===== src/rtl/p2c_pkg.sv =====
package p2c_pkg;

  // default configuration
  localparam int unsigned DataWidthDef      = 16;
  localparam int unsigned RotationStagesDef = 16;

  // field widths
  localparam int unsigned RadiusWidth = 16;
  localparam int unsigned AngleWidth  = 16;
  localparam int unsigned CoordWidth  = 17;
  localparam int unsigned InBytesW    = 32;
  localparam int unsigned OutBytesW   = 40;

  // cordic gain 0.60725293500888 in unsigned q0.32, truncated
  localparam logic [31:0] KGain      = 32'd2608131496;
  localparam int unsigned KGainFrac  = 32;

  // arctangent table depth and output clamp
  localparam int unsigned AtanEntries = 32;
  localparam int unsigned CoordLimit  = 65535;

  // angle folding: an eighth of a turn in 16-bit binary angle units
  localparam logic [AngleWidth-1:0] EighthTurn = 16'h2000;

  // quarter turn taken out of the angle before the micro-rotations
  typedef enum logic [1:0] {
    QuadZero,
    QuadQuarter,
    QuadHalf,
    QuadThreeQuarter
  } quadrant_e;

  // round(atan(2^-i) * 2^32 / (2*pi))
  function automatic logic [31:0] atan_turns(input logic [4:0] idx);
    logic [31:0] val;
    case (idx)
      5'd0:    val = 32'd536870912;
      5'd1:    val = 32'd316933406;
      5'd2:    val = 32'd167458907;
      5'd3:    val = 32'd85004756;
      5'd4:    val = 32'd42667331;
      5'd5:    val = 32'd21354465;
      5'd6:    val = 32'd10679838;
      5'd7:    val = 32'd5340245;
      5'd8:    val = 32'd2670163;
      5'd9:    val = 32'd1335087;
      5'd10:   val = 32'd667544;
      5'd11:   val = 32'd333772;
      5'd12:   val = 32'd166886;
      5'd13:   val = 32'd83443;
      5'd14:   val = 32'd41722;
      5'd15:   val = 32'd20861;
      5'd16:   val = 32'd10430;
      5'd17:   val = 32'd5215;
      5'd18:   val = 32'd2608;
      5'd19:   val = 32'd1304;
      5'd20:   val = 32'd652;
      5'd21:   val = 32'd326;
      5'd22:   val = 32'd163;
      5'd23:   val = 32'd81;
      5'd24:   val = 32'd41;
      5'd25:   val = 32'd20;
      5'd26:   val = 32'd10;
      5'd27:   val = 32'd5;
      5'd28:   val = 32'd3;
      5'd29:   val = 32'd1;
      5'd30:   val = 32'd1;
      default: val = 32'd0;
    endcase
    return val;
  endfunction

endpackage


===== src/rtl/p2c_post.sv =====
module p2c_post #(
  parameter int unsigned DATA_WIDTH = p2c_pkg::DataWidthDef,
  parameter int unsigned XW         = p2c_pkg::RadiusWidth + DATA_WIDTH + 2
) (
  input  logic                                  clk_i,
  input  logic                                  rst_ni,
  input  logic                                  ce_i,
  input  logic                                  valid_i,
  input  logic [1:0]                            quadrant_i,
  input  logic signed [XW-1:0]                  x_i,
  input  logic signed [XW-1:0]                  y_i,
  output logic                                  valid_o,
  output logic signed [p2c_pkg::CoordWidth-1:0] x_coord_o,
  output logic signed [p2c_pkg::CoordWidth-1:0] y_coord_o
);

  localparam logic signed [XW-1:0] Half   = XW'(1) <<< (DATA_WIDTH - 1);
  localparam logic signed [XW-1:0] PosLim = XW'(p2c_pkg::CoordLimit);
  localparam logic signed [XW-1:0] NegLim = -PosLim;

  logic signed [XW-1:0] fx, fy, rx, ry;
  logic signed [p2c_pkg::CoordWidth-1:0] x_d, y_d, x_q, y_q;
  logic valid_q;

  function automatic logic signed [XW-1:0] clamp(input logic signed [XW-1:0] v);
    logic signed [XW-1:0] r;
    r = v;
    if (v > PosLim) r = PosLim;
    if (v < NegLim) r = NegLim;
    return r;
  endfunction

  // exact quadrant rotation, then round half up and saturate
  always_comb begin
    case (quadrant_i)
      p2c_pkg::QuadZero:    begin fx = x_i;  fy = y_i;  end
      p2c_pkg::QuadQuarter: begin fx = -y_i; fy = x_i;  end
      p2c_pkg::QuadHalf:    begin fx = -x_i; fy = -y_i; end
      default:              begin fx = y_i;  fy = -x_i; end
    endcase
    rx  = clamp((fx + Half) >>> DATA_WIDTH);
    ry  = clamp((fy + Half) >>> DATA_WIDTH);
    x_d = rx[p2c_pkg::CoordWidth-1:0];
    y_d = ry[p2c_pkg::CoordWidth-1:0];
  end

  // output valid
  always_ff @(posedge clk_i or negedge rst_ni) begin
    if (!rst_ni) begin
      valid_q <= 1'b0;
    end else if (ce_i) begin
      valid_q <= valid_i;
    end
  end

  // output payload
  always_ff @(posedge clk_i) begin
    if (ce_i) begin
      x_q <= x_d;
      y_q <= y_d;
    end
  end

  assign valid_o   = valid_q;
  assign x_coord_o = x_q;
  assign y_coord_o = y_q;

endmodule


===== config.mk =====
export PLATFORM = sky130hd
export DESIGN_NAME = p2c_post
export DESIGN_NICKNAME = d
export VERILOG_FILES = /design/src/rtl/p2c_pkg.sv /design/src/rtl/p2c_post.sv
export SDC_FILE = /design/constraint.sdc
export NUM_CORES = 1
export LEC_CHECK = 0
export ABC_AREA = 1
export ABC_CLOCK_PERIOD_IN_PS = 1200
export BUFFER_PORTS_ARGS = -buffer_cell sky130_fd_sc_hd__buf_2
export CAP_MARGIN = 20
export CORE_AREA = 2 2 119 121
export CTS_CLUSTER_DIAMETER = 60
export DETAILED_ROUTE_END_ITERATION = 8
export DIE_AREA = 0 0 121 123
export GPL_TIMING_DRIVEN = 0
export HOLD_SLACK_MARGIN = 0.03
export PLACE_DENSITY = 0.66
export SLEW_MARGIN = 20
export SYNTH_ARGS = -nofsm -noshare
export SYNTH_HDL_FRONTEND = slang
export SYNTH_SLANG_ARGS = --single-unit

===== constraint.sdc =====
create_clock -name clk_i -period 1.2 [get_ports clk_i]
set_input_delay 0.18 -clock clk_i [delete_from_list [all_inputs] [get_ports clk_i]]
set_output_delay 0.18 -clock clk_i [all_outputs]
set_load 0.01 [all_outputs]

* After elaboration in Yosys (flattened, before gate mapping)
Index checks and enable logic that the tools add are counted.
** Word-level totals
- Register bits :: 35
- Output and inout bits :: 35
- Word-level logic and storage cells :: 22
** Operators by class
- Add/subtract/negate cells :: 4
- Magnitude comparators :: 4
- Equality and inequality tests :: 2
- Muxes and demuxes :: 4
- Reductions and logical operators :: 3
** Operators with widths (count)
- one-hot mux 34 bit (3 select lines) :: 2
- adder 34 x 17 -> 34 bit (second input constant) :: 2
- negator 34 bit :: 2
- > comparator 18 x 17 -> 1 bit (second input constant) :: 2
- < comparator 18 x 17 -> 1 bit (second input constant) :: 2
- two-way mux 17 bit :: 2
- OR reduction 2 bit :: 2
- == test 2 x 1 -> 1 bit (second input constant) :: 1
- == test 2 bit (second input constant) :: 1
- logical NOT 2 bit :: 1

* Depth between registers and ports, before layout
- Word-level depth :: 5
- Gate-level depth with buffers :: 25
- Depth with buffers taken out :: 24

* Least setup slack after synthesis
Ideal clock, no wire load.
- Path type :: input -> register
- Start point :: input port y_i[14]
- End point :: register y_q (netlist bit y_coord_o[0]), data pin
- Setup time :: 0.253 ns
- Arrival time :: 2.310 ns
- Data required time :: 0.947 ns
- Setup slack :: -1.363 ns
- Stages on the path :: 20
- Path buffers :: 1
- Path through :: nor2_1 nand2_1 nor2_2 nand2_2 nand2_1 nand3_1 nand2_1 o21ai_2 inv_2 ha_1 nand3_2 nor2_4 nand3_2 nor2_4 nand3_1 xor2_1 inv_2 buf_2 nand2_2 nand2_1
** On the way
- Cells in the longest elaborated chain, start to end :: 5
** Ends and longest elaborated chain
- start, declared :: RTL line p2c_post.sv:11 : input logic signed [XW-1:0] y_i,
- negator 34 bit :: RTL line p2c_post.sv:38 : p2c_pkg::QuadHalf: begin fx = -x_i; fy = -y_i; end
- one-hot mux 34 bit (3 select lines) (*) :: RTL line p2c_post.sv:35 : case (quadrant_i)
- adder 34 x 17 -> 34 bit (*) :: RTL line p2c_post.sv:42 : ry = clamp((fy + Half) >>> DATA_WIDTH);
- > comparator 18 x 17 -> 1 bit / < comparator 18 x 17 -> 1 bit (equally long branches) :: RTL line p2c_post.sv:28, p2c_post.sv:29
- OR reduction 2 bit (no source line)
- end signal, assigned :: RTL line p2c_post.sv:60 : y_q <= y_d;
- end, declared :: RTL line p2c_post.sv:22 : logic signed [p2c_pkg::CoordWidth-1:0] x_d, y_d, x_q, y_q;
Every way passes the cells marked *; elsewhere a longest branch is shown, timed or not.
A chain may end at the register's enable or synchronous reset.

* Worst setup path in the final report
- Start point :: input port y_i[10]
- End point :: register y_q (netlist bit y_coord_o[14]), data pin
** On the way
- Cells in the longest elaborated chain, start to end :: 5
** Ends and longest elaborated chain
- negator 34 bit :: RTL line p2c_post.sv:38
- one-hot mux 34 bit (3 select lines) (*) :: RTL line p2c_post.sv:35
- adder 34 x 17 -> 34 bit (*) :: RTL line p2c_post.sv:42
- > comparator 18 x 17 -> 1 bit :: RTL line p2c_post.sv:28 : if (v > PosLim) r = PosLim;
- two-way mux 17 bit :: RTL line p2c_post.sv:28
Marked as above.

==> flow_summary.ini <==
[cts]
htreeDepth = 2
cts_made_buffers = 5
clkTransAtPathRegs_ps = 50
cts_tree = done
clockBufferDepth = 2
cts-root-buf = clkbuf_16
clock_latency_ps = 280
cts_sinks = 35

[setup_path]
cp.arrival_ps = 2630
reg2reg_from = valid_o
path_class = in -> reg
slowest_stage = nor2_4
r2r_slack_ps = 470
cp-start-kind = input port
reg2reg_to = valid_o
path_buf_inv = 3
reg2regPathDepth = 1
cp_max_fo = 6
critical-path-top-delay-family = simple AND/OR/NAND/NOR gates
worstPathCellList = buf_2 -> nor2_4 -> nand2_2 -> nor2_4 -> nand2_4 -> nand2_2 -> nand3_2 -> nand2_2 -> o21ai_2 -> inv_2 -> ha_4 -> nand3_4 -> nor2_4 -> nand3_4 -> nor2_4 -> xor2_2 -> nand3_1 -> nor2_2 -> nand2_2 -> nand2_4 -> buf_6 -> a21boi_1
endpoint_kind = flop
crit_path_max_incr_delay_ps = 210
cp.required_ps = 1230

[synthesis]
syn_avg_cell_area_um2 = 5.845
synth_warnings = 0
yosysUniqueCellTypes = 43
synth_edf_count = 34
netlist.area_leader.share = 0.2187
async_flop_share = 0.02857
synthCells = 916
yosysTopAreaCell = nand2_1
yosysSeqAreaShare = 0.1954
synth_ff_type = edfxtp_1
ys_seq_elements = 35
syn_nets = 992
synth_area_leaders = nand2_1, edfxtp_1, nand3_1
synthesis.area_um2 = 5354

[placed_design]
preCtsSetupSlack_ps = -1869
portBuffers = 106
hpwl_mm = 14.17
place_congestion = 0.9637

[die]
die_y_um = 123
coreArea_um2 = 13610
row_count = 43
die_area_um2 = 14880
fp.dieW_um = 121
initial_core_util = 0.3933
ioPinCount = 109

[timing]
finalClockSkew_ps = 0
whs_ps = 132.7
finalSetupTns_ps = -45510
min_period_ps = 2603
rsz0062_at_grt = yes
max_slew_margin = 0.5088
tightest_slew_ps = 736.8
max_freq_ghz = 0.3842
hold_viol_final = 0
period_share = 2.169
setup_viol = 34
layout_setup_ws_ps = -1403
finalMaxSlewViolations = 0

[power_and_ir_drop]
power_switching_uw = 2386
switching_share = 0.3951
peakVddDrop_uv = 478.6
power_frac_clock = 0.211
power.internal_uw = 3653
power_density_nw_per_um2 = 710.0
power.leakage_uw = 0.003640
p_comb_frac = 0.525
seq_power_share = 0.264

[min_path]
min_from = valid_i
hold_path_class = in -> reg
hold_depth = 2
worstHoldEndpoint = valid_o

[detailed_routing]
wirelength_mm = 19.67
drc_errors = 0
ant_nets = 0
wl_per_cell_um = 15.34
drt-vias-per-instance = 5.346
drt-pass1-iter-count = 5
dr_total_vias = 6853
drt-initial-drc-count = 614

[grt]
grt_pass1_wl_mm = 29.84
grt_pass1_vias = 6165
grt_max_degree = 36
antenna_found_initial = 0
grt_use_total = 0.2513
grt_overflow = 0

[cells_and_area]
drive_gt1_frac = 0.5036
fin_nets = 1177
n_antenna_cell = 0
area_growth_pct = 58.85

[run_status]
outcome = finished, violations left
violations = setup timing

[flow_run]
maxCapViolCount = 0
how the worst max path moves through the flow:
stage / end / start / slack (ps) / cells after the start
6_report: y_coord_o[14] / y_i[10] / -1400 / 22
5_1_grt: y_coord_o[14] / y_i[4] / -1600 / 25
4_1_cts: y_coord_o[11] / y_i[15] / -1310 / 23
3_5_place_dp: y_coord_o[12] / y_i[15] / -1870 / 22
3_3_place_gp: y_coord_o[15] / y_i[15] / -1840 / 22
2_1_floorplan: y_coord_o[1] / y_i[10] / -1320 / 21
metrics by stage:
step           instances  power [uW]  cell area [um^2]    util
6_report            1282        6038              8504  0.6248
5_1_grt             1282        6379              8504  0.6248
4_1_cts             1262        5653              7740  0.5686
3_5_place_dp        1202        3901              6411  0.4710
3_3_place_gp        1202        3886              6411  0.4710
2_1_floorplan        916        3183              5655       -
logic make-up (layout without fill, tap and decap cells):
kind of cell	Yosys count	after routing	share of synthesized area
AOI/OAI and AO/OA	116	116	0.1360
xor gates and xnor gates	9	9	0.01893
DFF	35	35	0.1954
muxes	1	1	0.002103
buffers and inverters	109	295	0.09371
and+or+nand+nor	644	644	0.5492
adders and majority gates	2	2	0.004673
sequential cells by signal, indices dropped and copies added, names as in the netlist:
register,flops
valid_o,1
x_coord_o,17
y_coord_o,17
area by class of cell:
cell class                 instances  area (um^2)
sequential                        35         1046
inverter                          85        329.1
buffer                            23        209.0
multi-input combinational        772         5120
clock buffer                       5        125.1
tap                              180        225.2
clock inverter                     3        23.77
fill                            1174         5107
timing repair buffer             179         1426
timing repair:
item                                    4_1_cts  5_1_grt
gates resized for setup                     202      171
pin swaps                                    93       63
setup buffers                                46       23
gates cloned                                  5        0
hold buffers                                  1        0
hold endpoints to repair                      1        0
endpoints found under the setup margin       34       34
cell usage in the layout (no fill, tap or decap), drive strengths merged:
master / synthesis / routed
dfrtp: 1 / 1
nand4: 15 / 15
buf: 23 / 199
clkinvlp: 0 / 2
edfxtp: 34 / 34
clkbuf: 1 / 6
o21ai: 48 / 48
o21bai: 1 / 1
a21oi: 42 / 42
or2: 1 / 1
ha: 2 / 2
xor2: 8 / 8
and2: 1 / 1
nor2: 163 / 163
a21boi: 23 / 23
bufbuf: 0 / 1
nand2: 335 / 335
a22oi: 1 / 1
nand3b: 5 / 5
nor3: 8 / 8
dlygate4sd3: 0 / 1
clkinv: 1 / 1
xnor2: 1 / 1
inv: 84 / 85
o21a: 1 / 1
nand3: 116 / 116
mux2: 1 / 1
power by group through the flow:
stage | clock network [uW] | logic [uW] | registers, uW
after floorplan | 0 | 1460 | 1720
after detailed placement | 0 | 2280 | 1620
after CTS | 1270 | 2780 | 1600
after global routing | 1340 | 3430 | 1610
after global placement | 0 | 2270 | 1620
final | 1270 | 3170 | 1590
synthesized netlist by cell type (11+ instances only):
master	count
nor2_2	28
nand4_1	15
nand2_1	312
inv_2	13
o21ai_0	36
a21oi_2	11
nand3_1	107
inv_1	69
a21boi_1	16
nor2_1	121
a21oi_1	29
nor2_4	13
nand2_2	20
edfxtp_1	34
metal layers:
layer	GRT usage	vias to the layer above	share of wire
met4	0.1054	0	0.042
met3	0.03828	87	0.073
met1	0.3140	3069	0.40
met2	0.4319	333	0.48
met5	0	-	0
li1	-	3364	-
No activity file was read; power rests on OpenSTA's default activity.
