--- src/rtl/p2c_pkg.sv ---
package p2c_pkg;

  // default configuration
  localparam int unsigned DataWidthDef      = 16;
  localparam int unsigned RotationStagesDef = 16;

  // field widths
  localparam int unsigned RadiusWidth = 16;
  localparam int unsigned AngleWidth  = 16;
  localparam int unsigned CoordWidth  = 17;
  localparam int unsigned InBytesW    = 32;
  localparam int unsigned OutBytesW   = 40;

  // cordic gain 0.60725293500888 in unsigned q0.32, truncated
  localparam logic [31:0] KGain      = 32'd2608131496;
  localparam int unsigned KGainFrac  = 32;

  // arctangent table depth and output clamp
  localparam int unsigned AtanEntries = 32;
  localparam int unsigned CoordLimit  = 65535;

  // angle folding: an eighth of a turn in 16-bit binary angle units
  localparam logic [AngleWidth-1:0] EighthTurn = 16'h2000;

  // quarter turn taken out of the angle before the micro-rotations
  typedef enum logic [1:0] {
    QuadZero,
    QuadQuarter,
    QuadHalf,
    QuadThreeQuarter
  } quadrant_e;

  // round(atan(2^-i) * 2^32 / (2*pi))
  function automatic logic [31:0] atan_turns(input logic [4:0] idx);
    logic [31:0] val;
    case (idx)
      5'd0:    val = 32'd536870912;
      5'd1:    val = 32'd316933406;
      5'd2:    val = 32'd167458907;
      5'd3:    val = 32'd85004756;
      5'd4:    val = 32'd42667331;
      5'd5:    val = 32'd21354465;
      5'd6:    val = 32'd10679838;
      5'd7:    val = 32'd5340245;
      5'd8:    val = 32'd2670163;
      5'd9:    val = 32'd1335087;
      5'd10:   val = 32'd667544;
      5'd11:   val = 32'd333772;
      5'd12:   val = 32'd166886;
      5'd13:   val = 32'd83443;
      5'd14:   val = 32'd41722;
      5'd15:   val = 32'd20861;
      5'd16:   val = 32'd10430;
      5'd17:   val = 32'd5215;
      5'd18:   val = 32'd2608;
      5'd19:   val = 32'd1304;
      5'd20:   val = 32'd652;
      5'd21:   val = 32'd326;
      5'd22:   val = 32'd163;
      5'd23:   val = 32'd81;
      5'd24:   val = 32'd41;
      5'd25:   val = 32'd20;
      5'd26:   val = 32'd10;
      5'd27:   val = 32'd5;
      5'd28:   val = 32'd3;
      5'd29:   val = 32'd1;
      5'd30:   val = 32'd1;
      default: val = 32'd0;
    endcase
    return val;
  endfunction

endpackage

--- src/rtl/p2c_prep.sv ---
module p2c_prep #(
  parameter int unsigned DATA_WIDTH = p2c_pkg::DataWidthDef,
  parameter int unsigned XW         = p2c_pkg::RadiusWidth + DATA_WIDTH + 2,
  parameter int unsigned ZW         = 34
) (
  input  logic                                 clk_i,
  input  logic                                 rst_ni,
  input  logic                                 ce_i,
  input  logic                                 valid_i,
  input  logic [p2c_pkg::RadiusWidth-1:0]      radius_i,
  input  logic [p2c_pkg::AngleWidth-1:0]       angle_i,
  output logic                                 valid_o,
  output logic [1:0]                           quadrant_o,
  output logic signed [XW-1:0]                 x_o,
  output logic signed [ZW-1:0]                 z_o
);

  localparam int unsigned ProdW  = p2c_pkg::RadiusWidth + 32;
  localparam int unsigned StartW = p2c_pkg::RadiusWidth + DATA_WIDTH;
  localparam int unsigned Shift  = p2c_pkg::KGainFrac - DATA_WIDTH;

  logic [ProdW-1:0]                 prod;
  logic [ProdW-1:0]                 prod_sh;
  logic [p2c_pkg::AngleWidth-1:0]   folded;
  logic signed [15:0]               residual;

  logic                             valid_q;
  logic [1:0]                       quadrant_d, quadrant_q;
  logic signed [XW-1:0]             x_d, x_q;
  logic signed [ZW-1:0]             z_d, z_q;

  // gain-compensated start value and angle fold to a quadrant
  always_comb begin
    prod       = {32'b0, radius_i} * {{p2c_pkg::RadiusWidth{1'b0}}, p2c_pkg::KGain};
    prod_sh    = prod >> Shift;
    x_d        = signed'({2'b0, prod_sh[StartW-1:0]});
    folded     = angle_i + p2c_pkg::EighthTurn;
    quadrant_d = folded[15:14];
    residual   = signed'({2'b0, folded[13:0]}) - signed'({1'b0, p2c_pkg::EighthTurn[14:0]});
    z_d        = ZW'(residual) <<< 16;
  end

  // valid bit
  always_ff @(posedge clk_i or negedge rst_ni) begin
    if (!rst_ni) begin
      valid_q <= 1'b0;
    end else if (ce_i) begin
      valid_q <= valid_i;
    end
  end

  // payload
  always_ff @(posedge clk_i) begin
    if (ce_i) begin
      quadrant_q <= quadrant_d;
      x_q        <= x_d;
      z_q        <= z_d;
    end
  end

  assign valid_o    = valid_q;
  assign quadrant_o = quadrant_q;
  assign x_o        = x_q;
  assign z_o        = z_q;

endmodule

--- config.mk ---
export PLATFORM = sky130hd
export DESIGN_NAME = p2c_prep
export DESIGN_NICKNAME = d
export VERILOG_FILES = /design/src/rtl/p2c_pkg.sv /design/src/rtl/p2c_prep.sv
export SDC_FILE = /design/constraint.sdc
export NUM_CORES = 1
export LEC_CHECK = 0
export BUFFER_PORTS_ARGS = -buffer_cell sky130_fd_sc_hd__buf_2
export CORE_MARGIN = 2
export CORE_UTILIZATION = 46
export DETAILED_ROUTE_END_ITERATION = 8
export PLACE_DENSITY = 0.77
export SYNTH_ARGS = -nofsm -noshare
export SYNTH_HDL_FRONTEND = slang
export SYNTH_SLANG_ARGS = --single-unit
--- constraint.sdc ---
create_clock -name clk_i -period 1.15 [get_ports clk_i]
set_input_delay 0.23 -clock clk_i [delete_from_list [all_inputs] [get_ports clk_i]]
set_output_delay 0.23 -clock clk_i [all_outputs]
set_load 0.03 [all_outputs]
# --- After elaboration in Yosys (flattened, before gate mapping) ---
# Index checks and enable logic that the tools add are counted.
# W data, S select, Z words.
classes:
  addsub: 2
  multipliers: 1
  div_mod_pow: 0
  order_cmp: 0
  n_eq_ne: 0
  shifts: 0
  mux: 0
  bitwise: 0
  n_reduce_logical: 0
ops:
  columns: ["op", "n"]
  rows:
  - ["$mul A16 B29 Y45 const B", 1]
  - ["$add A16 B14 Y16 const B", 1]
  - ["$sub A14 B14 Y15 const B", 1]
totals:
  register_bits: 50
  latch_bits: 0
  mem_bits_rw: 0
  romBits: 0
  inputBits: 36
  out_inout_bits: 71
  wordCells: 7
  mem_count: 0

# --- Logic depth before layout (Yosys ltp) ---
# Gate-level depths: netlist (run 1).
depth:
  depth_word: 2
  depth_mapped: 23
  ltp_nobuf: 22

# --- Worst setup path before layout (run 1) ---
# Ideal clock, no wire load.
synth_timing:
  kind: "input -> register"
  startpoint: "in radius_i[4] (netlist name)"
  endpoint: "reg x_q[31] (netlist: x_o[31]) (data pin)"
  setup_time_ns: 0.258
  t_arrival_ns: 5.476
  t_required_ns: 0.892
  setup_slack_ns: -4.583
  cell_stages: 19
  n_path_buf: 0
  path_cell_list: "fa_1 inv_1 fa_1 inv_1 fa_1 fa_1 fa_1 inv_1 fa_1 inv_1 ha_1 and2_1 nand3_1 o31ai_4 a41oi_4 o21ai_4 a31oi_2 o41a_1 xnor2_1"
synth_via:
  elab_chain_len: 1
synth_lines:
  columns: ["item", "line", "rtl"]
  rows:
  - ["start: declaration", "p2c_prep.sv:10", "input logic [p2c_pkg::RadiusWidth-1:0] radius_i,"]
  - ["$mul A16 B29 Y45", "p2c_prep.sv:34", "prod = {32'b0, radius_i} * {{p2c_pkg::RadiusWidth{1'b0}}, p2c_pkg::KGain};"]
  - ["net prod[47]", "p2c_prep.sv:22", "logic [ProdW-1:0] prod;"]
  - ["end signal: assignment", "p2c_prep.sv:56", "x_q <= x_d;"]
  - ["end: declaration", "p2c_prep.sv:29", "logic signed [XW-1:0] x_d, x_q;"]
# The timed path passes the listed nets, and every way through them passes these cells.
# A chain may end at the register's enable or synchronous reset.

# --- Final worst setup path (run 1) ---
layout_timing:
  startpoint: "in radius_i[6] (netlist name)"
  endpoint: "reg x_q[19] (netlist: x_o[19]) (data pin)"
# The elaborated chain is that of the path after synthesis.

==> results of run 1 <==
## state kept, by name (all words and copies together) (netlist names)
| name | cells |
|---|---|
| valid_o | 1 |
| z_o | 14 |
| quadrant_o | 2 |
| x_o | 32 |
## layer usage
layer | track usage, % | routed length (microns) | vias up
met3 | 3.38 | 1540 | 50
met1 | 30.2 | 10700 | 3570
met2 | 38.9 | 12000 | 205
met5 | 0 | 0 | -
met4 | 8.43 | 870 | 0
li1 | - | - | 3519
## final cells by class
| class | instances | area (sq um) | share of cell area [%] |
|---|---|---|---|
| flip-flops and latches | 49 | 1470 | 11.1 |
| multi-input cells | 593 | 7710 | 58.5 |
| clock inverters | 2 | 15.0 | 0.114 |
| well taps | 275 | 344 | 2.61 |
| inverters | 270 | 1020 | 7.74 |
| clock buffers | 6 | 129 | 0.977 |
| repair buffers | 332 | 2500 | 19.0 |
## cell families (layout without fill, tap and decap cells)
group                      after synthesis  after routing
xor gates and xnor gates                41             41
AOI/OAI and AO/OA                      124            124
DFF                                     49             49
other                                    1             18
and+or+nand+nor                         78             78
adders and majority gates              331            331
buffers and inverters                  301            610
muxes                                    1              1
## synthesized netlist by cell type, drive strengths merged
cell type / number / share of area (%)
o21a: 4 / 0.31
a311oi: 1 / 0.090
o211a: 1 / 0.18
xor2: 20 / 1.8
nand3: 5 / 0.31
a31o: 3 / 0.27
fa: 170 / 35
nand2b: 4 / 0.26
dfrtp: 1 / 0.26
conb: 1 / 0.038
a31oi: 4 / 0.39
nand2: 28 / 1.1
xnor2: 21 / 1.9
a21o: 16 / 1.2
a21oi: 46 / 2.4
nor2: 16 / 0.64
nand4b: 1 / 0.090
o31ai: 3 / 0.51
mux2: 1 / 0.12
a2111oi: 2 / 0.31
o41ai: 2 / 0.18
ha: 161 / 21
o21bai: 6 / 0.46
nand4: 7 / 0.45
a211o: 1 / 0.090
and2: 6 / 0.39
buf: 22 / 1.7
nor2b: 3 / 0.19
clkbuf: 9 / 0.35
o21ai: 22 / 1.2
and3: 3 / 0.19
or2: 3 / 0.19
o211ai: 2 / 0.15
inv: 270 / 10
o41a: 1 / 0.12
or3: 1 / 0.064
o221ai: 1 / 0.090
a41oi: 4 / 0.63
o22ai: 3 / 0.32
nor3: 1 / 0.051
a21boi: 1 / 0.077
edfxtp: 48 / 15
a22oi: 1 / 0.077
## worst paths after layout
kind	startpoint	end	cells past startpoint	slack (ns)
max	radius_i[6]	x_o[19]	23	-4.25
min	angle_i[6]	z_o[22]	1	0.11
max reg2reg	valid_o	valid_o	1	0.42
min reg2reg	valid_o	valid_o	1	0.50
max in group asynchronous	rst_ni	valid_o	2	0.82
min in group asynchronous	rst_ni	valid_o	2	0.24
## stage by stage
stage	util [%]	hold slack [ns]	setup TNS [ns]	area, sq um
global route	63.1	0.109	-129.21	13200
global placement	59.2	0.00395	-133.94	12400
CTS	62.0	0.109	-124.37	13000
detailed placement	59.2	0.00582	-136.70	12400
finish	63.1	0.115	-124.84	13200
floorplan	-	-0.0656	-121.75	10100
## what timing repair did
action | CTS | global route
pin swaps | 50 | 27
endpoints found under the hold margin | 1 | 0
endpoints found under the setup margin | 32 | 38
gates resized for setup | 83 | 55
hold buffers | 1 | 0
buffers inserted | 10 | 10
==> results.py, run 1 <==
metrics = {
    "finish": {
        "layout-drive-gt1-share_pct": 35.7,
        "antenna_cells": 0,
        "fin_nets": 1618,
        "layout-area-overhead-vs-synth_pct": 35.4,
        "mostFrequentLayoutCells": "248 x inv_1, 220 x buf_4, 162 x fa_1",
        "final-instance-count-excl-fill": 1527,
        "layout_commonest_cell": "inv_1",
        "fillerInstances": 1633,
    },
    "clock_network": {
        "clkLatencyLatePin_ns": 0.28,
        "tritoncts_clock_tree": "built",
        "ctsHtreeMaxLevel": 2,
        "clock_sinks": 49,
        "cts.reportedPaths.clkPinSlew_ns": 0.06,
        "tritoncts.num_buffers": 5,
        "clock-root-buffer": "clkbuf_16",
        "clk_path_buf_depth": 2,
    },
    "sta": {
        "finalCriticalPeriod_ns": 5.40,
        "grt_setup_unrepaired": "yes",
        "finalHoldViolations": 0,
        "clock-skew-final_ns": 0,
        "finalCritPeriodShare_pct": 470,
        "max_freq_ghz": 0.185,
        "timing.final.setup_violations": 37,
        "drv_slew": 0,
        "layout_setup_ws_ns": -4.25,
    },
    "outcome": {
        "outcome": "finished, violations left",
        "violated_checks": "negative setup slack",
    },
    "synth": {
        "synth_adder_area_share_pct": 55.6,
        "synth_compound_area_share_pct": 9.13,
        "synth_mux_area_share_pct": 0.116,
        "syn-cell-area_sq_mm": 0.00974,
        "synthSimpleGateAreaFrac_pct": 3.90,
        "main_combinational_cell_family_by_area_after_synthesis": "adder cells",
        "synth_xor_xnor_area_share_pct": 3.69,
        "synth_cell_type_count": 54,
        "yosysWarnings": 0,
        "avg_synthesized_cell_area_sq_um": 10.5,
        "synth_seq_cells": 49,
        "synth_cells": 926,
        "synth_seq_area_share_pct": 15.1,
    },
    "critical_path": {
        "worst-path-buf-inv": 8,
        "cp_common_cell": "fa_1",
        "crit_arrival_ns": 5.44,
        "crit_family": "adder cells",
        "startpoint_kind_of_the_worst_setup_timing_path": "primary input",
        "worst-setup-path-type": "in2reg",
        "required_ns": 1.19,
        "crit_fanout": 4,
        "cp_cell_sequence": "buf_12 > fa_1 > inv_1 > fa_1 > inv_2 > fa_1 > fa_1 > fa_1 > inv_2 > fa_1 > inv_2 > ha_4 > buf_6 > a21o_1 > a21oi_2 > o31ai_4 > a41oi_4 > o21ai_4 > buf_4 > buf_6 > a31o_4 > a21oi_4 > xnor2_1",
        "crit_path_top_delay_cell": "fa_1",
        "critPathCaptureType": "flip-flop",
        "critical_path.max_stage_delay_ns": 0.56,
    },
    "global_routing": {
        "globalRoute.totalOverflow": 0,
        "grt_antenna_before_repair": 0,
        "grt_max_degree": 31,
        "grt.total_usage_pct": 23.0,
        "first_global_vias": 7936,
        "grt_first_pass_wirelength_microns": 39800,
    },
    "routing": {
        "num_vias": 7344,
        "final_antenna_net_count": 0,
        "detail_route.first_pass.iterations": 4,
        "drc_errors": 0,
        "postRouteWirelength_microns": 25000,
        "routedWlPerCell_microns": 16.4,
        "avgViaCountPerCell": 4.81,
        "drtIter0Drc": 317,
    },
    "floorplanning": {
        "die_area_sq_mm": 0.0224,
        "die_height_microns": 150,
        "placeableCoreArea_sq_mm": 0.0209,
        "number_of_ports_placed_on_the_die_boundary": 107,
        "initial_core_util_pct": 46.6,
        "placement_rows": 53,
        "dieWidth_microns": 150,
    },
    "job": {
        "cap_violations": 0,
    },
    "placed_design": {
        "io_buffers": 88,
        "hpwlAfterDp_microns": 22300,
        "dpl.cell_count": 1502,
        "place.gp.congestion": 1.03,
        "dpl_worst_slack_ns": -4.64,
    },
    "worst_hold_path": {
        "min-delay-path-class": "in2reg",
    },
}
Power of run 1 is left out: the tool's default activity adds up to more than one toggle a clock period on the data nets, which glitch-free logic cannot reach.
==> inputs of run 2 (changes only) <==
REMOVE_ABC_BUFFERS = 1   (was default)
==> results.py, run 2 (synthesized netlist as in run 1, its figures left out) <==
metrics = {
    "routing": {
        "avgViaCountPerCell": 4.86,
        "drtIter0Drc": 340,
        "routedWlPerCell_microns": 16.8,
        "postRouteWirelength_microns": 25800,
        "num_vias": 7471,
        "final_antenna_net_count": 0,
        "drc_errors": 0,
        "detail_route.first_pass.iterations": 4,
    },
    "global_routing": {
        "grt_antenna_before_repair": 0,
        "grt.total_usage_pct": 23.7,
        "first_global_vias": 8161,
        "grt_first_pass_wirelength_microns": 41200,
        "grt_max_degree": 44,
        "globalRoute.totalOverflow": 0,
    },
    "floorplanning": {
        "die_height_microns": 150,
        "placement_rows": 53,
        "die_area_sq_mm": 0.0224,
        "dieWidth_microns": 150,
        "placeableCoreArea_sq_mm": 0.0209,
        "initial_core_util_pct": 46.6,
        "number_of_ports_placed_on_the_die_boundary": 107,
    },
    "placed_design": {
        "place.gp.congestion": 0.969,
        "hpwlAfterDp_microns": 22400,
        "dpl_worst_slack_ns": -4.93,
        "io_buffers": 88,
        "dpl.cell_count": 1509,
    },
    "sta": {
        "finalCriticalPeriod_ns": 5.36,
        "final.hold.worst_slack_ns": 0.116,
        "finalHoldViolations": 0,
        "clock-skew-final_ns": 0,
        "grt_setup_unrepaired": "yes",
        "timing.final.setup_violations": 37,
        "max_freq_ghz": 0.187,
        "finalCritPeriodShare_pct": 466,
        "layout_setup_ws_ns": -4.21,
        "drv_slew": 0,
    },
    "critical_path": {
        "required_ns": 1.19,
        "cp_common_cell": "inv_2",
        "startpoint_kind_of_the_worst_setup_timing_path": "primary input",
        "crit_fanout": 5,
        "worst-setup-path-type": "in2reg",
        "critical_path.max_stage_delay_ns": 0.54,
        "critPathCaptureType": "flip-flop",
        "cp_cell_sequence": "buf_12 > buf_6 > fa_2 > fa_1 > inv_2 > fa_1 > inv_2 > fa_2 > inv_2 > fa_2 > fa_1 > inv_2 > ha_4 > buf_6 > nor2_1 > o31ai_4 > a41oi_4 > o21ai_4 > a31oi_4 > o41a_1 > xnor2_1",
        "crit_arrival_ns": 5.40,
        "crit_family": "adder cells",
        "worst-path-buf-inv": 7,
        "crit_path_top_delay_cell": "fa_1",
    },
    "outcome": {
        "outcome": "finished, violations left",
        "violated_checks": "negative setup slack",
    },
    "finish": {
        "mostFrequentLayoutCells": "246 x inv_1, 228 x buf_4, 160 x fa_1",
        "layout-drive-gt1-share_pct": 37.2,
        "multiInputGateArea_sq_mm": 0.00775,
        "layout_commonest_cell": "inv_1",
        "layout-area-overhead-vs-synth_pct": 36.4,
        "fin_nets": 1628,
        "antenna_cells": 0,
        "final-instance-count-excl-fill": 1537,
        "max_reg_flops": 32,
        "fillerInstances": 1653,
        "finished_core_util_pct": 63.6,
        "register_area_sq_mm": 0.00147,
    },
    "clock_network": {
        "clock_sinks": 49,
        "tritoncts.num_buffers": 5,
        "clkLatencyLatePin_ns": 0.29,
        "tritoncts_clock_tree": "built",
        "clock-root-buffer": "clkbuf_16",
        "cts.reportedPaths.clkPinSlew_ns": 0.06,
        "ctsHtreeMaxLevel": 2,
        "clk_path_buf_depth": 2,
    },
    "job": {
        "cap_violations": 0,
    },
    "worst_hold_path": {
        "min-delay-path-class": "in2reg",
    },
}
## run 2: changes by cell type in the layout (fill, tap and decap cells not counted), moves of 3 or more
cell     previous run  this run
buf_4             220       228
inv_2              19        23
nor2_2              0         3
o21ai_1             5         2
ha_1              143       140
buf_2              74        77
## run 2: final timing paths
| check | to | start | cells after the start | slack [ns] |
|---|---|---|---|---|
| max | x_o[31] | radius_i[3] | 21 | -4.21 |
| min | z_o[21] | angle_i[5] | 1 | 0.12 |
| max reg2reg | valid_o | valid_o | 1 | 0.41 |
| min reg2reg | valid_o | valid_o | 1 | 0.51 |
| max in group asynchronous | valid_o | rst_ni | 2 | 0.82 |
| min in group asynchronous | valid_o | rst_ni | 2 | 0.24 |
## run 2: layout make-up
type                       count  area share (%)
clock buffer                   5           0.942
tap                          275            2.59
inverter                     270            7.65
timing repair buffer         342            19.1
multi-input combinational    593            58.4
sequential                    49            11.0
clock inverter                 3           0.311
## run 2: routing by layer
| layer | vias up | track usage, % | wire (microns) |
|---|---|---|---|
| met5 | - | 0 | 0 |
| met4 | 0 | 8.62 | 991 |
| met3 | 66 | 3.81 | 1530 |
| met2 | 218 | 40.6 | 12500 |
| met1 | 3644 | 30.5 | 10800 |
| li1 | 3543 | - | - |
## run 2: timing repair
action / CTS / global route
hold endpoints to repair: 1 / 0
hold buffers: 1 / 0
buffers inserted: 11 / 9
pin swaps: 79 / 40
setup endpoints to repair: 32 / 37
resized for setup: 116 / 67
## run 2: metrics by stage
step,setup TNS [ns],cell area [sq um]
2_1_floorplan,-131.59,9610
3_3_place_gp,-142.10,12200
3_5_place_dp,-145.99,12200
4_1_cts,-124.55,13000
5_1_grt,-130.00,13300
6_report,-125.50,13300
Power of run 2 is left out for the same reason.
