File: config.mk
export PLATFORM = sky130hd
export DESIGN_NAME = p2c_rotator
export DESIGN_NICKNAME = d
export VERILOG_FILES = /design/src/rtl/p2c_pkg.sv /design/src/rtl/p2c_rotator.sv
export SDC_FILE = /design/constraint.sdc
export NUM_CORES = 1
export LEC_CHECK = 0
export BUFFER_PORTS_ARGS = -buffer_cell sky130_fd_sc_hd__buf_4
export CORE_UTILIZATION = 60
export CTS_BUF_LIST = sky130_fd_sc_hd__clkbuf_4 sky130_fd_sc_hd__clkbuf_8
export CTS_CLUSTER_DIAMETER = 120
export DETAILED_ROUTE_END_ITERATION = 8
export PLACE_DENSITY_LB_ADDON = 0.25
export SETUP_SLACK_MARGIN = 0.15
export SLEW_MARGIN = 30
export SYNTH_ARGS = -nofsm -noshare
export SYNTH_HDL_FRONTEND = slang
export SYNTH_SLANG_ARGS = --single-unit
File: constraint.sdc
create_clock -name clk_i -period 1.75 [get_ports clk_i]
set_clock_uncertainty 0.2 [all_clocks]
set_input_delay 0.525 -clock clk_i [delete_from_list [all_inputs] [get_ports clk_i]]
set_output_delay 0.525 -clock clk_i [all_outputs]
set_load 0.05 [all_outputs]
File: src/rtl/p2c_pkg.sv
package p2c_pkg;

  // default configuration
  localparam int unsigned DataWidthDef      = 16;
  localparam int unsigned RotationStagesDef = 16;

  // field widths
  localparam int unsigned RadiusWidth = 16;
  localparam int unsigned AngleWidth  = 16;
  localparam int unsigned CoordWidth  = 17;
  localparam int unsigned InBytesW    = 32;
  localparam int unsigned OutBytesW   = 40;

  // cordic gain 0.60725293500888 in unsigned q0.32, truncated
  localparam logic [31:0] KGain      = 32'd2608131496;
  localparam int unsigned KGainFrac  = 32;

  // arctangent table depth and output clamp
  localparam int unsigned AtanEntries = 32;
  localparam int unsigned CoordLimit  = 65535;

  // angle folding: an eighth of a turn in 16-bit binary angle units
  localparam logic [AngleWidth-1:0] EighthTurn = 16'h2000;

  // quarter turn taken out of the angle before the micro-rotations
  typedef enum logic [1:0] {
    QuadZero,
    QuadQuarter,
    QuadHalf,
    QuadThreeQuarter
  } quadrant_e;

  // round(atan(2^-i) * 2^32 / (2*pi))
  function automatic logic [31:0] atan_turns(input logic [4:0] idx);
    logic [31:0] val;
    case (idx)
      5'd0:    val = 32'd536870912;
      5'd1:    val = 32'd316933406;
      5'd2:    val = 32'd167458907;
      5'd3:    val = 32'd85004756;
      5'd4:    val = 32'd42667331;
      5'd5:    val = 32'd21354465;
      5'd6:    val = 32'd10679838;
      5'd7:    val = 32'd5340245;
      5'd8:    val = 32'd2670163;
      5'd9:    val = 32'd1335087;
      5'd10:   val = 32'd667544;
      5'd11:   val = 32'd333772;
      5'd12:   val = 32'd166886;
      5'd13:   val = 32'd83443;
      5'd14:   val = 32'd41722;
      5'd15:   val = 32'd20861;
      5'd16:   val = 32'd10430;
      5'd17:   val = 32'd5215;
      5'd18:   val = 32'd2608;
      5'd19:   val = 32'd1304;
      5'd20:   val = 32'd652;
      5'd21:   val = 32'd326;
      5'd22:   val = 32'd163;
      5'd23:   val = 32'd81;
      5'd24:   val = 32'd41;
      5'd25:   val = 32'd20;
      5'd26:   val = 32'd10;
      5'd27:   val = 32'd5;
      5'd28:   val = 32'd3;
      5'd29:   val = 32'd1;
      5'd30:   val = 32'd1;
      default: val = 32'd0;
    endcase
    return val;
  endfunction

endpackage

File: src/rtl/p2c_rotator.sv
module p2c_rotator #(
  parameter int unsigned STAGE = 0,
  parameter int unsigned XW    = p2c_pkg::RadiusWidth + p2c_pkg::DataWidthDef + 2,
  parameter int unsigned ZW    = 34
) (
  input  logic                  clk_i,
  input  logic                  rst_ni,
  input  logic                  ce_i,
  input  logic                  valid_i,
  input  logic [1:0]            quadrant_i,
  input  logic signed [XW-1:0]  x_i,
  input  logic signed [XW-1:0]  y_i,
  input  logic signed [ZW-1:0]  z_i,
  output logic                  valid_o,
  output logic [1:0]            quadrant_o,
  output logic signed [XW-1:0]  x_o,
  output logic signed [XW-1:0]  y_o,
  output logic signed [ZW-1:0]  z_o
);

  localparam logic [31:0] AtanU = p2c_pkg::atan_turns(5'(STAGE));
  localparam logic signed [ZW-1:0] Atan = ZW'(signed'({1'b0, AtanU}));

  logic signed [XW-1:0] dx, dy;
  logic signed [XW-1:0] x_d, y_d, x_q, y_q;
  logic signed [ZW-1:0] z_d, z_q;
  logic [1:0]           quadrant_q;
  logic                 valid_q;

  // one micro-rotation toward zero residual angle
  always_comb begin
    dx = y_i >>> STAGE;
    dy = x_i >>> STAGE;
    if (!z_i[ZW-1]) begin
      x_d = x_i - dx;
      y_d = y_i + dy;
      z_d = z_i - Atan;
    end else begin
      x_d = x_i + dx;
      y_d = y_i - dy;
      z_d = z_i + Atan;
    end
  end

  // valid bit
  always_ff @(posedge clk_i or negedge rst_ni) begin
    if (!rst_ni) begin
      valid_q <= 1'b0;
    end else if (ce_i) begin
      valid_q <= valid_i;
    end
  end

  // payload
  always_ff @(posedge clk_i) begin
    if (ce_i) begin
      quadrant_q <= quadrant_i;
      x_q        <= x_d;
      y_q        <= y_d;
      z_q        <= z_d;
    end
  end

  assign valid_o    = valid_q;
  assign quadrant_o = quadrant_q;
  assign x_o        = x_q;
  assign y_o        = y_q;
  assign z_o        = z_q;

endmodule

==> results of run 1 <==
-- cells by family after synthesis --
group / count (synthesis)
AO/OA/AOI/OAI: 325
AND/OR/NAND/NOR: 215
XOR/XNOR: 67
flip-flops: 104
buffers and inverters: 152
adder cells (fa/ha/maj): 107
multiplexers: 19
-- synthesized netlist by cell type (5+ instances only) --
| library cell | number |
|---|---|
| o211ai_1 | 10 |
| buf_2 | 9 |
| nand2_1 | 48 |
| edfxtp_1 | 103 |
| a21o_1 | 19 |
| buf_1 | 7 |
| a2111oi_0 | 6 |
| nor2_1 | 89 |
| xnor2_1 | 58 |
| xor2_1 | 9 |
| nor3_1 | 19 |
| a211oi_1 | 11 |
| ha_1 | 103 |
| inv_1 | 104 |
| inv_2 | 5 |
| o31ai_1 | 10 |
| clkbuf_1 | 11 |
| o21a_1 | 7 |
| o21bai_1 | 27 |
| nand4_1 | 7 |
| nor4_1 | 10 |
| o21ai_0 | 62 |
| mux2i_1 | 18 |
| nand2b_1 | 7 |
| nand3_1 | 11 |
| a21oi_1 | 127 |
| buf_4 | 7 |
| nor2b_1 | 7 |
-- through the flow --
stage / cell area [µm²] / hold slack (ns) / instances / setup slack, ns / setup TNS, ns
floorplan: 9700 / 0.0294 / 989 / -1.40 / -54.62
global placement: 13500 / 0.100 / 1646 / -1.73 / -80.79
detailed placement: 13500 / 0.105 / 1646 / -2.01 / -91.11
==> metrics.cfg, run 1 <==
[run_status]
status = did not finish
first-error = [ERROR DPL-0038] Utilization greater than 100%, impossible to legalize
haltStage = 4_1_cts

[yosys]
synth_top_area_share_pct = 34.5
synthAdderAreaFrac_pct = 15.3
syn-cell-area_um2 = 8960
synthMuxAreaShare_pct = 2.14
synth_flop_cell = edfxtp_1
synth_nets = 1204
synth_compound_area_share_pct = 22.9
yosys.area_share.simple_pct = 10.9
yosys.area.top_type = edfxtp_1
synthArstFlopShare_pct = 0.962
ys_warn_count = 0
syn-instance-count = 989
ys_ff_latch = 104
yosys.cell_types.count = 76
ys_seq_area_share_pct = 34.8
synth-xor-area-share_pct = 6.55
synth_edf_count = 103
ys_top_cells_by_area = edfxtp_1 (35%), ha_1 (14%), a21oi_1 (7.1%), xnor2_1 (5.7%), inv_1 (4.4%)
synth_top_family_by_area = compound AO/OA/AOI/OAI gates
syn_area_per_cell_um2 = 9.06

[clock_tree]
cts-hold-fix-buffers = 1
cts.sinks = 104
cts_max_path_buffers = 2
h-tree-depth = 3
clockRootBuffer = clkbuf_8
cts_resized = 376
cts_setup_buffers = 45
cts_made_buffers = 9

[place]
io_buffers = 212
post-dp-hpwl_um = 32000
gp_congestion = 1.06

[floorplan]
fp.dieW_um = 124
initial_core_util_pct = 61.6
io-pin-count = 213
die_y_um = 124
fp-row-count = 44

==> run 2: changes to the inputs <==
==> config.mk (replaced) <==
export PLATFORM = sky130hd
export DESIGN_NAME = p2c_rotator
export DESIGN_NICKNAME = d
export VERILOG_FILES = /design/src/rtl/p2c_pkg.sv /design/src/rtl/p2c_rotator.sv
export SDC_FILE = /design/constraint.sdc
export NUM_CORES = 1
export LEC_CHECK = 0
export BUFFER_PORTS_ARGS = -buffer_cell sky130_fd_sc_hd__buf_4
export CORE_UTILIZATION = 40
export DETAILED_ROUTE_END_ITERATION = 8
export PLACE_DENSITY_LB_ADDON = 0.15
export SLEW_MARGIN = 30
export SYNTH_ARGS = -nofsm -noshare
export SYNTH_HDL_FRONTEND = slang
export SYNTH_SLANG_ARGS = --single-unit
==> metrics.cfg, run 2 <==
[run_status]
status = finished, violations left
violations = setup timing

[timing]
fin_crit_ns = 3.19
finalHoldViolCount = 0
fin_crit_sh_pct = 182
setup_ws_ns = -1.44
relSlewSlack_pct = 68.6
drv_slew = 0
fin_hold_ws_ns = 0.133
tightest_slew_ns = 0.467
rsz0062_at_grt = yes
max_freq_mhz = 313
finalSetupViolCount = 64

[grt]
grt_overflow = 0
grt_pass1_vias = 9390
antenna_found_initial = 0
grt_first_pass_wirelength_um = 48600
grtUsageTotal_pct = 27.6
grt_max_degree = 41

[layout]
nNetsFinal = 1766
final_util_pct = 72.1
antenna_cells = 0
drive_gt1_share_pct = 56.2
syn_to_final_growth_pct = 76.1
layout_commonest_cell = buf_4
mostFrequentLayoutCells = buf_4 (517), edfxtp_1 (103), inv_1 (82)

[yosys]
synth_top_area_share_pct = 34.5  ; unchanged
ys_ff_latch = 104  ; unchanged
synthArstFlopShare_pct = 0.962  ; unchanged
ys_seq_area_share_pct = 34.8  ; unchanged
yosysMostFrequentCell = a21oi_1
synth_flop_cell = edfxtp_1
yosys.cell_types.count = 76  ; unchanged
syn-instance-count = 989  ; unchanged
synth_edf_count = 103  ; unchanged
synth_nets = 1204  ; unchanged
ys_top_cells_by_area = edfxtp_1 (35%), ha_1 (14%), a21oi_1 (7.1%), xnor2_1 (5.7%), inv_1 (4.4%)
syn_area_per_cell_um2 = 9.06  ; unchanged
yosys.area.top_type = edfxtp_1
syn-cell-area_um2 = 8960  ; unchanged
yosys-top-cells-count = a21oi_1 (127), inv_1 (104), edfxtp_1 (103), ha_1 (103), nor2_1 (89)
ys_warn_count = 0  ; unchanged

[pwr]
switchingPower_mw = 4.76
ir_drop_mv = 0.478
clkPwrFrac_pct = 18.2
combPwrFrac_pct = 53.7
p_int_mw = 7.07
leakage_nw = 7.07
p_sw_share_pct = 40.2
power.density_nw_per_um2 = 749
share_seq_of_total_power_pct = 28.0

[detailed_routing]
wl_per_cell_um = 17.9
ant_nets = 0
num_vias = 9590
drt_pass1_iterations = 5
wl_um = 32900
drt_iter0_drc = 381
viasPerCell = 5.22
drc_errors = 0

[clock_tree]
h-tree-depth = 3  ; unchanged
cts_made_buffers = 9  ; unchanged
worstSkewPairLatency_ns = 0.36
cts_max_path_buffers = 2  ; unchanged
clockRootBuffer = clkbuf_16
clk_pin_slew_worst_paths_ns = 0.08
cts_tree = done
cts.sinks = 104  ; unchanged

[setup_path]
cp_slowest_cell = o311a_1
critPathMaxFanout = 4
critPathKind = input port to flip-flop
r2r-end = valid_o
worstReg2RegStart = valid_o
cpPeakStageDelay_ns = 0.39
ff2ff_setup_slack_ns = 0.81
arrival_ns = 3.11
crit_path_start_kind = input port
critPathCaptureType = flip-flop
cp_cell_sequence = buf_12, buf_6, ha_4, fa_2, nand2b_4, a221oi_4, o311a_1, and3_4, o211ai_1, a2bb2oi_2, a2111oi_4, o311ai_2, o21ai_1, xor2_1
required_ns = 1.67
r2r_cells = 1

[worst_hold_path]
min_path_type = input port to flip-flop
min_to = z_o[24]
hold_depth = 1
hp-start = z_i[24]

[place]
gp_congestion = 0.959  ; -9.9%
post-dp-hpwl_um = 25100  ; -21%
io_buffers = 212  ; unchanged

[floorplan]
initial_core_util_pct = 40.9  ; -21 points
die_y_um = 152  ; +22%
io-pin-count = 213  ; unchanged
fp.dieW_um = 152  ; +22%
die_area_um2 = 23000
core_um2 = 21900
fp-row-count = 54  ; +23%

[job]
max_cap_viol_count = 0

-- run 2: cell counts after synthesis --
Identical to the previous run, type by type.
-- run 2: layout make-up --
class | count | area, µm²
clock inverter | 5 | 65.1
multi-input combinational | 733 | 6710
sequential | 104 | 3120
clock buffer | 11 | 233
fill | 1631 | 6110
tap | 280 | 350
timing repair buffer | 593 | 4810
inverter | 110 | 485
-- run 2: kinds of logic (layout without fill, tap and decap cells) --
family                   after synthesis  after routing  share of synthesized area, %
XOR/XNOR                              67             67                          6.55
AO/OA/AOI/OAI                        325            325                          22.9
multiplexers                          19             19                          2.14
buffers and inverters                152            719                          7.43
flip-flops                           104            104                          34.8
AND/OR/NAND/NOR                      215            215                          10.9
adder cells (fa/ha/maj)              107            107                          15.3
-- run 2: worst max-delay path, delay by kind of cell --
kind	cells	cell delay, ns
compound gates	7	1.45
fa+ha+maj	2	0.51
simple gates	2	0.32
buf+inv	2	0.22
xor+xnor	1	0.08
-- run 2: repair_timing --
item / 4_1_cts / 5_1_grt
hold buffers: 1 / 0
gates resized for setup: 184 / 131
hold endpoints to repair: 1 / 0
buffers inserted: 32 / 38
endpoints found under the setup margin: 65 / 66
pin swaps: 110 / 129
-- run 2: how the worst max path moves through the flow --
stage	start	end	slack, ns	cells after the start
final	y_i[0]	x_o[26]	-1.44	14
after global placement	x_i[0]	x_o[30]	-1.79	14
after global routing	y_i[0]	x_o[26]	-1.54	14
after detailed placement	x_i[0]	x_o[30]	-1.80	14
after CTS	x_i[0]	x_o[30]	-1.37	14
after floorplan	x_i[3]	x_o[33]	-1.40	13
-- run 2: power by group through the flow --
stage	clock network (mW)	logic [mW]	registers, mW
after global routing	2.26	6.70	3.36
final	2.15	6.35	3.32
after floorplan	0	1.94	4.60
after global placement	0	5.37	3.36
after CTS	2.20	5.91	3.32
after detailed placement	0	5.41	3.37
-- run 2: metal layers --
layer	track usage, %	part of all wire (%)	vias to the layer above
li1	-	-	4652
met1	34.8	42	4551
met2	47.6	49	323
met3	3.53	5.8	64
met4	10.4	3.1	0
met5	0	0	-
-- run 2: metrics by stage --
step | instances | instance area (µm²) | TNS (ns) | setup slack (ns) | power (mW)
2_1_floorplan | 989 | 9630 | -54.65 | -1.40 | 6.54
3_3_place_gp | 1765 | 13700 | -82.38 | -1.79 | 8.73
3_5_place_dp | 1765 | 13700 | -83.21 | -1.80 | 8.79
4_1_cts | 1812 | 15000 | -57.71 | -1.37 | 11.4
5_1_grt | 1836 | 15800 | -65.61 | -1.54 | 12.3
6_report | 1836 | 15800 | -61.18 | -1.44 | 11.8
Note: power is estimated with default switching activity, not from simulation.
==> run 3: changes to the inputs <==
--- a/config.mk
+++ b/config.mk
@@ -6,7 +6,10 @@
 export NUM_CORES = 1
 export LEC_CHECK = 0
 export BUFFER_PORTS_ARGS = -buffer_cell sky130_fd_sc_hd__buf_4
-export CORE_UTILIZATION = 40
+export CELL_PAD_IN_SITES_DETAIL_PLACEMENT = 1
+export CELL_PAD_IN_SITES_GLOBAL_PLACEMENT = 2
+export CORE_MARGIN = 10
+export CORE_UTILIZATION = 36
 export DETAILED_ROUTE_END_ITERATION = 8
 export PLACE_DENSITY_LB_ADDON = 0.15
 export SLEW_MARGIN = 30
==> metrics.cfg, run 3 (synthesis gave the netlist of run 2 again) <==
[floorplan]
fp-row-count = 57  ; +5.6%
io-pin-count = 213  ; unchanged
core_um2 = 24400  ; +11%
fp.dieW_um = 178  ; +17%
die_y_um = 178  ; +17%
initial_core_util_pct = 36.7  ; -4.2 points
die_area_um2 = 31600  ; +37%

[setup_path]
r2r-end = valid_o
critPathCaptureType = flip-flop
arrival_ns = 3.15  ; +0.04 ns
r2r_cells = 1  ; unchanged
crit_end = x_o[32]
crit_path_start_kind = input port
required_ns = 1.67  ; about the same
critPathKind = input port to flip-flop
worstReg2RegStart = valid_o
critPathMaxFanout = 4  ; unchanged
ff2ff_setup_slack_ns = 0.77  ; -0.04 ns
startpoint = x_i[0]

[detailed_routing]
num_vias = 10200  ; +6.2%
drt_iter0_drc = 568  ; +49%
wl_per_cell_um = 24.4  ; +36%
wl_um = 45800  ; +39%
ant_nets = 0  ; unchanged
drt_pass1_iterations = 5  ; unchanged
drc_errors = 0  ; unchanged
viasPerCell = 5.43  ; +3.9%

[pwr]
clkPwrFrac_pct = 17.8  ; -0.4 points
switchingPower_mw = 5.20  ; +9.2%
leakage_nw = 7.17  ; +1.4%
share_seq_of_total_power_pct = 27.1  ; -0.9 points
ir_drop_mv = 0.452  ; -5.5%
p_int_mw = 7.15  ; +1.2%
power.density_nw_per_um2 = 766  ; +2.2%
p_sw_share_pct = 42.1  ; +1.9 points
combPwrFrac_pct = 55.1  ; +1.4 points
power.total_mw = 12.3  ; +4.4%

[timing]
tightest_slew_ns = 0.554  ; +0.0864 ns
finalSetupViolCount = 65  ; +1.6%
fin_crit_ns = 3.23  ; +0.0406 ns
rsz0062_at_grt = yes
max_freq_mhz = 309  ; -1.3%
relSlewSlack_pct = 62.1  ; -6.4 points
fin_crit_sh_pct = 185  ; +2.3 points
drv_slew = 0  ; unchanged
setup_ws_ns = -1.48  ; -0.0406 ns
finalHoldViolCount = 0  ; unchanged

[clock_tree]
worstSkewPairLatency_ns = 0.36  ; about the same
cts_made_buffers = 9  ; unchanged
cts_max_path_buffers = 2  ; unchanged
cts.sinks = 104  ; unchanged
cts_tree = done
clockRootBuffer = clkbuf_16
clk_pin_slew_worst_paths_ns = 0.08  ; about the same
h-tree-depth = 3  ; unchanged

[layout]
final_util_pct = 66.1  ; -6.0 points
mostFrequentLayoutCells = buf_4 (518), edfxtp_1 (103), inv_1 (80)
antenna_cells = 0  ; unchanged
syn_to_final_growth_pct = 80.0
layout_commonest_cell = buf_4
nNetsFinal = 1763  ; -0.17%
instances_no_fill = 1877  ; +2.2%
final_cell_area_um2 = 16100  ; +2.2%
drive_gt1_share_pct = 58.4  ; +2.2 points

[place]
gp_congestion = 0.941  ; -1.9%
place_worst_setup_slack_ns = -1.80  ; -0.00404 ns
place_inst = 1823  ; +3.3%
post-dp-hpwl_um = 32200  ; +28%
place_area_um2 = 13900  ; +1.3%
io_buffers = 212  ; unchanged

[worst_hold_path]
min_path_type = input port to flip-flop

[grt]
grt_max_degree = 34  ; -17%
grt_first_pass_wirelength_um = 62000  ; +28%
grtUsageTotal_pct = 25.0  ; -2.6 points
grt_overflow = 0  ; unchanged
antenna_found_initial = 0  ; unchanged
grt_pass1_vias = 10800  ; +15%

[job]
max_cap_viol_count = 0  ; unchanged

[run_status]
violations = setup timing
status = finished, violations left

## run 3: cell types whose count changed in the layout (fill, tap and decap cells not counted), moves of 6 or more
cell and delta:
a21oi_1 -9, buf_6 -8, nor2_4 +7, a21oi_2 +6, o21ai_0 -6, o21ai_4 +6
## run 3: cell type report
type / instances / area [µm²]
clock buffer: 11 / 233
clock inverter: 5 / 65.1
fill: 2650 / 8270
inverter: 110 / 495
multi-input combinational: 733 / 7000
sequential: 104 / 3120
tap: 324 / 405
timing repair buffer: 590 / 4800
## run 3: critical path: stages
cell and delay, ns:
buf_8 0.10, ha_4 0.13, fa_2 0.26, nand2b_4 0.11, a221oi_4 0.26, o311a_1 0.30, and3_4 0.28, nand3_4 0.09
a31oi_4 0.28, a22oi_2 0.16, o311ai_2 0.33, a21oi_1 0.15, xor2_1 0.16
## run 3: worst min path at each step
stage | from | endpoint | slack [ns] | depth (start not counted)
after floorplan | rst_ni | valid_o | 0.03 | 0
after global placement | rst_ni | valid_o | 0.10 | 1
after detailed placement | rst_ni | valid_o | 0.10 | 1
after CTS | quadrant_i[1] | quadrant_o[1] | 0.12 | 1
after global routing | z_i[17] | z_o[17] | 0.12 | 1
final | z_i[17] | z_o[17] | 0.13 | 1
## run 3: repair_timing
item                                   4_1_cts  5_1_grt
setup endpoints to repair                   64       63
pin swaps                                  129      101
hold buffers                                 1        0
endpoints found under the hold margin        1        0
buffers inserted                            34       27
gates resized for setup                    242      142
## run 3: routing by layer
| layer | global-route usage (%) | share of wire, % |
|---|---|---|
| met5 | 0 | 0 |
| met2 | 46.5 | 52 |
| met1 | 29.5 | 40 |
| met3 | 3.44 | 5.3 |
| met4 | 5.70 | 3.3 |
## run 3: power groups by stage
| stage | Clock, mW | Combinational, mW | Sequential [mW] |
|---|---|---|---|
| floorplan | 0 | 1.94 | 4.60 |
| global placement | 0 | 5.53 | 3.36 |
| detailed placement | 0 | 5.64 | 3.38 |
| CTS | 2.19 | 6.22 | 3.33 |
| global route | 2.30 | 7.12 | 3.37 |
| finish | 2.20 | 6.80 | 3.34 |
## run 3: metrics by stage
step	hold slack (ns)	setup TNS, ns
floorplan	0.0294	-54.65
global placement	0.101	-84.49
detailed placement	0.102	-87.32
CTS	0.125	-55.56
global route	0.122	-65.05
finish	0.132	-61.82
==> run 4: changes to the inputs <==
--- a/config.mk
+++ b/config.mk
@@ -12,6 +12,7 @@
 export CORE_UTILIZATION = 36
 export DETAILED_ROUTE_END_ITERATION = 8
 export PLACE_DENSITY_LB_ADDON = 0.15
+export SETUP_SLACK_MARGIN = 0.5
 export SLEW_MARGIN = 30
 export SYNTH_ARGS = -nofsm -noshare
 export SYNTH_HDL_FRONTEND = slang
==> metrics.cfg, run 4 (synthesis gave the netlist of run 2 again) <==
[run_status]
status = finished, violations left
violations = setup timing

[timing]
fin_tns_setup_ns = -69.96  ; -8.14 ns
finalHoldViolCount = 0  ; unchanged
fin_hold_ws_ns = 0.125  ; -0.00738 ns
setup_ws_ns = -1.61  ; -0.125 ns
fin_crit_ns = 3.36  ; +0.125 ns
finalSetupViolCount = 65  ; unchanged
max_freq_mhz = 298  ; -3.7%
tightest_slew_ns = 0.739  ; +0.185 ns
rsz0062_at_grt = yes
relSlewSlack_pct = 50.3  ; -12 points
drv_slew = 0  ; unchanged
fin_crit_sh_pct = 192  ; +7.2 points

[setup_path]
crit_buf_inv = 1  ; unchanged
arrival_ns = 3.28  ; +0.13 ns
crit_family = compound AO/OA/AOI/OAI gates
ff2ff_setup_slack_ns = 0.73  ; -0.04 ns
cp_slowest_cell = o311ai_2
cpPeakStageDelay_ns = 0.40  ; +0.07 ns
r2r-end = valid_o
cp_cell_sequence = buf_12, ha_4, fa_2, nand2b_4, a221oi_4, o311a_1, and3_4, nand3_4, a31oi_4, a22oi_2, o311ai_2, o21ai_1, xor2_1
critPathKind = input port to flip-flop
r2r_cells = 1  ; unchanged
required_ns = 1.67  ; about the same
worstReg2RegStart = valid_o
critPathCaptureType = flip-flop
critPathMaxFanout = 4  ; unchanged
crit_path_start_kind = input port

[detailed_routing]
viasPerCell = 5.69  ; +4.8%
wl_per_cell_um = 27.2  ; +12%
drt_iter0_drc = 811  ; +43%
drc_errors = 0  ; unchanged
num_vias = 10900  ; +7.0%
drt_pass1_iterations = 6  ; +1
wl_um = 52200  ; +14%
ant_nets = 0  ; unchanged

[layout]
final_util_pct = 68.7  ; +2.6 points
nFillCells = 2552  ; -3.7%
multi_input_area_um2 = 6910  ; -1.3%
nNetsFinal = 1801  ; +2.2%
register_area_um2 = 3120  ; about the same
drive_gt1_share_pct = 59.0  ; +0.55 points
mostFrequentLayoutCells = buf_4 (443), buf_6 (164), edfxtp_1 (103)
layout_commonest_cell = buf_4
syn_to_final_growth_pct = 87.2

[grt]
grt_first_pass_wirelength_um = 67500  ; +8.9%
antenna_found_initial = 1  ; +1
grtUsageTotal_pct = 27.5  ; +2.6 points
grt_overflow = 0  ; unchanged
grt_pass1_vias = 11400  ; +5.5%
grt_max_degree = 30  ; -12%

[clock_tree]
cts.sinks = 104  ; unchanged
cts_tree = done
worstSkewPairLatency_ns = 0.36  ; about the same
cts_max_path_buffers = 2  ; unchanged
h-tree-depth = 3  ; unchanged
cts_made_buffers = 9  ; unchanged
clk_pin_slew_worst_paths_ns = 0.09  ; about the same
clockRootBuffer = clkbuf_16

[worst_hold_path]
hp-start = z_i[18]
min_to = z_o[18]
min_path_type = input port to flip-flop
hold_depth = 1  ; unchanged

[floorplan]
io-pin-count = 213  ; unchanged
initial_core_util_pct = 36.7  ; unchanged
core_um2 = 24400  ; unchanged
die_area_um2 = 31600  ; unchanged
fp-row-count = 57  ; unchanged
fp.dieW_um = 178  ; unchanged
die_y_um = 178  ; unchanged

[place]
io_buffers = 212  ; unchanged
gp_congestion = 0.912  ; -3.0%
post-dp-hpwl_um = 31900  ; -0.95%
place_worst_setup_slack_ns = -1.88  ; -0.0795 ns

[pwr]
leakage_nw = 7.47  ; +4.2%
power.total_mw = 12.9  ; +4.6%
power.density_nw_per_um2 = 770  ; +0.63%
ir_drop_mv = 0.481  ; +6.3%

[job]
max_cap_viol_count = 0  ; unchanged

==> run 4: cell count changes in the layout (fill, tap and decap cells not counted), sizes merged <==
cell | before | now
buf | 589 | 624
inv | 110 | 113
clkinv | 2 | 4
bufbuf | 0 | 1
bufinv | 1 | 0
clkbuf | 11 | 10
clkinvlp | 2 | 1
diode | 0 | 1
==> run 4: power by group <==
part	total, mW	switching, mW	leakage, nW	internal [mW]
clock	2.18	1.18	0.136	0.998
combinational	7.32	4.19	6.31	3.13
sequential	3.42	0.208	1.02	3.22
==> run 4: final cells by class <==
class                   instances  area share, %
well taps                     324           2.42
repair buffers                626           32.9
clock inverters                 6          0.313
diodes                          1         0.0149
clock buffers                  10           1.37
flip-flops and latches        104           18.6
repair inverters                2          0.104
inverters                     110           3.02
multi-input cells             733           41.2
==> run 4: metrics by stage <==
stage	cells	cell area, µm²
global route	1915	16800
finish	1916	16800
floorplan	989	9700
global placement	1829	14000
CTS	1890	16000
detailed placement	1829	14000
==> run 4: layer usage <==
layer	vias to the layer above	global-route usage, %	wire (µm)
li1	4710	-	-
met1	5354	30.4	19100
met2	608	50.4	26300
met3	231	5.08	3560
met4	0	11.9	3280
met5	-	0	0
==> run 4: timing repair <==
action,CTS,global route
setup endpoints to repair,175,203
resized for setup,324,133
cloned,3,0
pin swaps,118,102
hold buffers,1,0
buffers inserted,41,25
endpoints found under the hold margin,1,0
==> run 4: worst max path at each step <==
stage | from | end | slack [ns] | depth (start not counted)
floorplan | x_i[3] | x_o[33] | -1.40 | 13
global placement | x_i[9] | x_o[32] | -1.89 | 15
detailed placement | x_i[9] | x_o[32] | -1.88 | 15
CTS | y_i[0] | x_o[30] | -1.37 | 13
global route | x_i[0] | y_o[32] | -1.57 | 13
finish | y_i[0] | y_o[32] | -1.61 | 13
